<file path="config.mk">
export PLATFORM = sky130hd
export DESIGN_NAME = rgb_to_hsl_core
export DESIGN_NICKNAME = d
export VERILOG_FILES = /design/src/rtl/rgbhsl_pkg.sv /design/src/rtl/rgb_to_hsl_core.sv
export SDC_FILE = /design/constraint.sdc
export NUM_CORES = 2
export LEC_CHECK = 0
export ABC_AREA = 1
export BUFFER_PORTS_ARGS = -buffer_cell sky130_fd_sc_hd__buf_2
export CAP_MARGIN = 20
export CORE_UTILIZATION = 40
export DETAILED_ROUTE_END_ITERATION = 12
export GPL_TIMING_DRIVEN = 0
export RECOVER_POWER = 100
export SYNTH_ARGS = -nofsm -noshare
export SYNTH_HDL_FRONTEND = slang
export SYNTH_SLANG_ARGS = --single-unit
</file>
<file path="constraint.sdc">
create_clock -name clk -period 6.2 [get_ports clk]
set_clock_uncertainty 0.05 [all_clocks]
set_input_delay 0.31 -clock clk [delete_from_list [all_inputs] [get_ports clk]]
set_output_delay 0.31 -clock clk [all_outputs]
set_load 0.01 [all_outputs]
</file>
<file path="src/rtl/rgbhsl_pkg.sv">
package rgbhsl_pkg;

  localparam int PIX_W   = 8;
  localparam int HUE_W   = 13;
  localparam int SAT_W   = 11;
  localparam int LUM_W   = 11;

  // One quotient bit is resolved per divider stage.
  localparam int QBITS   = 13;
  localparam int REM_W   = 21;
  localparam int NUM_W   = 23;
  localparam int SNUM_W  = 19;
  localparam int LX_W    = 17;
  localparam int LPROD_W = 35;

  // Hue in sixteenths of a degree, percentages in sixteenths of a percent.
  localparam int HUE_SCALE = 960;
  localparam int HUE_GREEN = 1920;
  localparam int HUE_BLUE  = 3840;
  localparam int HUE_FULL  = 5760;
  localparam int PCT_SCALE = 1600;
  localparam int SUM_MID   = 255;
  localparam int SUM_FULL  = 510;

  // Luminance is s*1600/510 = s*160/51. The division by 51 is a multiply by
  // ceil(2^23/51) followed by a shift, exact over the whole range of s*160.
  localparam int LUM_NUM   = 160;
  localparam int LUM_RECIP = 164483;
  localparam int LUM_SHIFT = 23;

  typedef enum logic [1:0] {
    MAX_RED,
    MAX_GREEN,
    MAX_BLUE
  } max_sel_t;

  typedef struct packed {
    logic               valid;
    logic               gray;
    logic [PIX_W-1:0]   dvh;
    logic [PIX_W-1:0]   dvs;
    logic [REM_W-1:0]   remh;
    logic [REM_W-1:0]   rems;
    logic [QBITS-1:0]   qh;
    logic [QBITS-1:0]   qs;
    logic [LUM_W-1:0]   lum;
  } div_stage_t;

endpackage

</file>
<file path="src/rtl/rgb_to_hsl_core.sv">
// Pipeline: the input register, stage 1, stage 2, the divider stages and the
// output register lie between the edge that accepts a pixel and out_valid.
// Throughput: one pixel per clock; busy is always low. The hue and saturation
// dividers resolve one quotient bit per stage over 13 stages.
// Reset: rst_n is synchronous and active low and clears every valid bit;
// results are not held back, since the receiver cannot stall.
module rgb_to_hsl_core
  import rgbhsl_pkg::*;
(
  input  logic             clk,
  input  logic             rst_n,
  input  logic             start,
  output logic             busy,
  input  logic [PIX_W-1:0] in_red,
  input  logic [PIX_W-1:0] in_green,
  input  logic [PIX_W-1:0] in_blue,
  output logic             out_valid,
  output logic [HUE_W-1:0] out_hue,
  output logic [SAT_W-1:0] out_saturation,
  output logic [LUM_W-1:0] out_luminance
);

  // Input register stage.
  logic             a_valid_r;
  logic [PIX_W-1:0] a_red_r, a_green_r, a_blue_r;

  // Stage 1: max, min and channel differences.
  logic             b_valid_r, b_valid_nxt;
  max_sel_t         b_sel_r, b_sel_nxt;
  logic [PIX_W-1:0] b_d_r, b_d_nxt;
  logic [PIX_W:0]   b_s_r, b_s_nxt;
  logic [PIX_W:0]   b_diff_r, b_diff_nxt;
  logic [PIX_W-1:0] mx, mn;

  // Stage 2: dividends, divisors and the luminance product operand.
  logic              c_valid_r;
  logic              c_gray_r, c_gray_nxt;
  logic [PIX_W-1:0]  c_dvh_r, c_dvs_r, c_dvs_nxt;
  logic [REM_W-1:0]  c_remh_r, c_remh_nxt;
  logic [SNUM_W-1:0] c_rems_r, c_rems_nxt;
  logic [LX_W-1:0]   c_lx_r, c_lx_nxt;
  logic [NUM_W-1:0]  diff_ext, base_c, num_c;

  // Divider stages.
  div_stage_t st_r   [QBITS];
  div_stage_t st_nxt [QBITS];
  div_stage_t src    [QBITS];
  logic [LPROD_W-1:0] lprod_r, lprod_nxt;
  logic [REM_W-1:0]   shh, shs;

  logic             out_valid_r;
  logic [HUE_W-1:0] out_hue_r;
  logic [SAT_W-1:0] out_saturation_r;
  logic [LUM_W-1:0] out_luminance_r;

  assign busy = 1'b0;

  always_ff @(posedge clk) begin
    if (!rst_n) begin
      a_valid_r <= 1'b0;
    end else begin
      a_valid_r <= start && !busy;
    end
    a_red_r   <= in_red;
    a_green_r <= in_green;
    a_blue_r  <= in_blue;
  end

  // Ties go to red first, then green.
  always_comb begin
    if (a_red_r >= a_green_r && a_red_r >= a_blue_r) begin
      b_sel_nxt  = MAX_RED;
      mx         = a_red_r;
      b_diff_nxt = {1'b0, a_green_r} - {1'b0, a_blue_r};
    end else if (a_green_r >= a_blue_r) begin
      b_sel_nxt  = MAX_GREEN;
      mx         = a_green_r;
      b_diff_nxt = {1'b0, a_blue_r} - {1'b0, a_red_r};
    end else begin
      b_sel_nxt  = MAX_BLUE;
      mx         = a_blue_r;
      b_diff_nxt = {1'b0, a_red_r} - {1'b0, a_green_r};
    end
    mn = a_red_r;
    if (a_green_r < mn) begin
      mn = a_green_r;
    end
    if (a_blue_r < mn) begin
      mn = a_blue_r;
    end
    b_d_nxt     = mx - mn;
    b_s_nxt     = {1'b0, mx} + {1'b0, mn};
    b_valid_nxt = a_valid_r;
  end

  always_ff @(posedge clk) begin
    if (!rst_n) begin
      b_valid_r <= 1'b0;
    end else begin
      b_valid_r <= b_valid_nxt;
    end
    b_sel_r  <= b_sel_nxt;
    b_d_r    <= b_d_nxt;
    b_s_r    <= b_s_nxt;
    b_diff_r <= b_diff_nxt;
  end

  // The hue dividend is kept in two's complement; a negative value (red
  // largest, green below blue) gets a full turn added before the divide.
  always_comb begin
    diff_ext = {{(NUM_W-PIX_W-1){b_diff_r[PIX_W]}}, b_diff_r};
    case (b_sel_r)
      MAX_GREEN: base_c = NUM_W'(HUE_GREEN);
      MAX_BLUE:  base_c = NUM_W'(HUE_BLUE);
      default:   base_c = '0;
    endcase
    num_c = diff_ext * NUM_W'(HUE_SCALE) + base_c * NUM_W'(b_d_r);
    if (num_c[NUM_W-1]) begin
      num_c = num_c + NUM_W'(HUE_FULL) * NUM_W'(b_d_r);
    end
    c_remh_nxt = num_c[REM_W-1:0];
    c_rems_nxt = SNUM_W'(b_d_r) * SNUM_W'(PCT_SCALE);
    if (b_s_r < (PIX_W+1)'(SUM_MID)) begin
      c_dvs_nxt = b_s_r[PIX_W-1:0];
    end else begin
      c_dvs_nxt = 8'((PIX_W+1)'(SUM_FULL) - b_s_r);
    end
    c_lx_nxt   = LX_W'(b_s_r) * LX_W'(LUM_NUM);
    c_gray_nxt = (b_d_r == '0);
  end

  always_ff @(posedge clk) begin
    if (!rst_n) begin
      c_valid_r <= 1'b0;
    end else begin
      c_valid_r <= b_valid_r;
    end
    c_gray_r <= c_gray_nxt;
    c_dvh_r  <= b_d_r;
    c_dvs_r  <= c_dvs_nxt;
    c_remh_r <= c_remh_nxt;
    c_rems_r <= c_rems_nxt;
    c_lx_r   <= c_lx_nxt;
  end

  // Restoring division, most significant quotient bit first. A gray pixel
  // divides by zero here; its hue and saturation are forced to zero at the end.
  always_comb begin
    src[0].valid = c_valid_r;
    src[0].gray  = c_gray_r;
    src[0].dvh   = c_dvh_r;
    src[0].dvs   = c_dvs_r;
    src[0].remh  = c_remh_r;
    src[0].rems  = REM_W'(c_rems_r);
    src[0].qh    = '0;
    src[0].qs    = '0;
    src[0].lum   = '0;
    for (int k = 1; k < QBITS; k++) begin
      src[k] = st_r[k-1];
    end
    for (int k = 0; k < QBITS; k++) begin
      st_nxt[k] = src[k];
      shh = REM_W'(src[k].dvh) << (QBITS - 1 - k);
      shs = REM_W'(src[k].dvs) << (QBITS - 1 - k);
      if (src[k].remh >= shh) begin
        st_nxt[k].remh              = src[k].remh - shh;
        st_nxt[k].qh[QBITS - 1 - k] = 1'b1;
      end
      if (src[k].rems >= shs) begin
        st_nxt[k].rems              = src[k].rems - shs;
        st_nxt[k].qs[QBITS - 1 - k] = 1'b1;
      end
    end
    lprod_nxt     = LPROD_W'(c_lx_r) * LPROD_W'(LUM_RECIP);
    st_nxt[1].lum = lprod_r[LUM_SHIFT + LUM_W - 1:LUM_SHIFT];
  end

  always_ff @(posedge clk) begin
    if (!rst_n) begin
      for (int k = 0; k < QBITS; k++) begin
        st_r[k].valid <= 1'b0;
      end
    end else begin
      for (int k = 0; k < QBITS; k++) begin
        st_r[k] <= st_nxt[k];
      end
    end
    lprod_r <= lprod_nxt;
  end

  always_ff @(posedge clk) begin
    if (!rst_n) begin
      out_valid_r <= 1'b0;
    end else begin
      out_valid_r <= st_r[QBITS-1].valid;
    end
    out_hue_r        <= st_r[QBITS-1].gray ? '0 : st_r[QBITS-1].qh[HUE_W-1:0];
    out_saturation_r <= st_r[QBITS-1].gray ? '0 : st_r[QBITS-1].qs[SAT_W-1:0];
    out_luminance_r  <= st_r[QBITS-1].lum;
  end

  assign out_valid      = out_valid_r;
  assign out_hue        = out_hue_r;
  assign out_saturation = out_saturation_r;
  assign out_luminance  = out_luminance_r;

endmodule

</file>
==> flow_summary_export.csv <==
group,metric,value,unit
synth,syn_inst,5229,
sta,rsz0062_at_grt,"true",
synth,synth-compound-area-share,0.07805,
critical_path,worstPathMaxFanout,4,
route,vias,35000,
synth,muxShareOfSynthArea,0,
critical_path,reg2reg_depth,30,
layout,multi_input_area,22460,sq um
synth,synth_edf_count,857,
sta,fmax,0.1555,GHz
cts,h-tree-depth,3,
hold_path,hp-class,"in -> reg",
die,die_w,371.6,um
critical_path,crit_arrival,7000,ps
sta,finalHoldViolations,0,
synth,yosys.area_share.simple,0.1243,
synth,synth.avg_cell_area,10.45,sq um
run_status,status,"finished with violations",
die,die_height,371.6,um
sta,setup_viol,3,
synth,synthDistinctLibCells,68,
synth,synth_area,54650,sq um
critical_path,timing.rr.start,"b_diff_r[2]",
critical_path,cp-start-kind,"register",
synth,ys_warn_count,0,
sta,tightest_slew,3379,ps
synth,ys_seq_area_frac,0.5317,
place,place_congestion,0.8853,
sta,finalCritPeriodShare,1.037,
sta,fin_ws,-231.6,ps
critical_path,critPathCaptureType,"register",
critical_path,path_class,"reg -> reg",
hold_path,hold_path_depth,2,
layout,final_cell_mix,"edfxtp_1 (857), inv_1 (834), nand2_1 (803)",
layout,syn2layout_area_growth,13.35,%
route,wl,99.51,mm
synth,async_flop_share,0,
place,dpl_cell_area,57510,sq um
cts,clockBufferDepth,3,
grt,grt_max_degree,136,
grt,overflow,0,
route,dr.pass1.iters,5,
die,rows,135,
grt,grt_usage,0.1446,
hold_path,hold_end,"a_green_r[5]",
layout,drive_above_1_share,0.06971,
cts,clock_sinks,1023,
cts,cts_tree,"built",
flow_run,maxCapViolCount,4,
grt,grt_pass1_vias,35540,
route,post_drt_via_cell_ratio,4.764,
synth,synthXorXnorAreaFrac,0.05353,
grt,antenna_found_initial,0,
cts,clk_latency,710,ps
critical_path,slowest_delay,560,ps
synth,synth_top_family_by_area,"adder cells",
place,post-dp-hpwl,74.80,mm
cts,clk_pin_slew_worst_paths,60,ps
critical_path,worst_path_most_repeated_cell,"fa_1",
critical_path,ff2ff_setup_slack,-230,ps
critical_path,rr_endpoint,"c_remh_r[20]",
die,initial_utilization,0.4034,
layout,fin_area,61940,sq um
critical_path,worstPathRequired,6770,ps
sta,slew-limit-headroom,-1.253,
layout,fill_cells,12570,
synth,synth_fa_ha_area_frac,0.1482,
run_status,violations,"max-capacitance violations, max-slew violations, negative setup slack",
cts,cts_made_buffers,112,
sta,slew_violations,451,
die,ioPinCount,64,
sta,period_needed,6432,ps
layout,final_nets,6077,
layout,num_antenna_cells,0,
hold_path,hp-start,"in_green[5]",
layout,final_common_cell,"edfxtp_1",
route,initialDrtViolationCount,1688,
synth,ys_seq_elements,1023,
synth,ys.flop_type,"edfxtp_1",
grt,grt_first_pass_wirelength,164.0,mm
place,io_buffer_count,62,
die,coreArea,135500,sq um
route,drc,0,
die,die_area,138100,sq um
layout,register_area,29070,sq um
route,wl_per_cell,13.54,um
critical_path,crit_path_top_delay_cell,"fa_1",
route,drtAntennaViolNets,0,
cts,clockRootBuffer,"clkbuf_16",
-- Yosys cell counts, types with 107 or more instances --
library cell,count,area [sq um]
inv_1,853,3202
dfxtp_1,166,3323
nand3_1,151,755.7
a21oi_1,315,1577
nand2_1,811,3044
edfxtp_1,857,25730
xor2_1,195,1708
fa_1,107,2142
nor2_1,422,1584
xnor2_1,139,1217
o21ai_0,288,1441
ha_1,476,5956
-- how the worst max path moves through the flow --
| stage | from | endpoint | slack [ps] |
|---|---|---|---|
| 6_report | b_diff_r[2] | c_remh_r[20] | -230 |
| 5_1_grt | b_diff_r[2] | c_remh_r[20] | -510 |
| 4_1_cts | b_diff_r[2] | c_remh_r[20] | -270 |
| 3_5_place_dp | b_diff_r[0] | c_remh_r[20] | -750 |
| 3_3_place_gp | rst_n | st_r[1][96] | -8460 |
| 2_1_floorplan | b_diff_r[2] | c_remh_r[20] | 2 |
-- logic make-up (layout without fill, tap and decap cells) --
| family | Yosys count | count (layout) |
|---|---|---|
| simple gates | 1612 | 1612 |
| buf+inv | 909 | 1245 |
| xor+xnor | 334 | 334 |
| compound gates | 767 | 767 |
| other cells | 1 | 2 |
| flops | 1023 | 1023 |
| fa+ha+maj | 583 | 583 |
-- metrics by stage --
| stage | utilization | instances | hold slack, ps | setup WS [ps] | setup TNS (ps) |
|---|---|---|---|---|---|
| 6_report | 0.4573 | 7347 | 186.1 | -231.6 | -345.7 |
| 3_5_place_dp | 0.4245 | 7082 | 279.6 | -746.3 | -2206 |
| 2_1_floorplan | - | 5230 | 273.3 | 2.135 | 0 |
| 4_1_cts | 0.4572 | 7338 | 119.9 | -266.5 | -571.8 |
| 3_3_place_gp | 0.4228 | 7073 | 275.8 | -8462 | -7096350 |
| 5_1_grt | 0.4573 | 7347 | 156.6 | -507.1 | -17100 |
-- flip-flops by register name, indices dropped and copies added, names as in the netlist, 2 cells and up, named ones only --
signal and flops:
st_r 869, c_remh_r 15, out_hue 13, c_lx_r 11, lprod_r 11, out_luminance 11
out_saturation 11, c_rems_r 10, b_diff_r 9, b_s_r 9, a_blue_r 8, a_green_r 8
a_red_r 8, c_dvh_r 8, b_d_r 7, c_dvs_r 7, b_sel_r 2
-- critical path: cells and delay by family (launching register included) --
| kind | cells | cell delay, ps |
|---|---|---|
| xor+xnor | 2 | 410 |
| compound gates | 8 | 1020 |
| fa+ha+maj | 8 | 3390 |
| flops | 1 | 370 |
| buf+inv | 5 | 230 |
| simple gates | 7 | 900 |
-- routing by layer --
layer  up-vias  wire, um  GRT usage
met1     16220     39190     0.1481
li1      18120         -          -
met4         0      3520    0.05809
met2       433     54240     0.2866
met5         -         0          0
met3       236      2562    0.02294
-- cell type report --
cell class,instances,area share
flip-flops and latches,1023,0.4693
multi-input cells,3298,0.3626
clock buffers,150,0.05242
inverters,858,0.05219
well taps,1781,0.03597
repair buffers,123,0.01339
clock inverters,63,0.01054
plain buffers,51,0.003535
-- timing repair --
action | CTS | global route
setup buffers | 17 | 10
gates resized for setup | 43 | 69
hold buffers | 26 | 0
hold endpoints to repair | 85 | 0
endpoints found under the setup margin | 7 | 14
pin swaps | 44 | 59
Power is left out: the tool's default activity adds up to more than one toggle a clock period on the data nets, which glitch-free logic cannot reach.
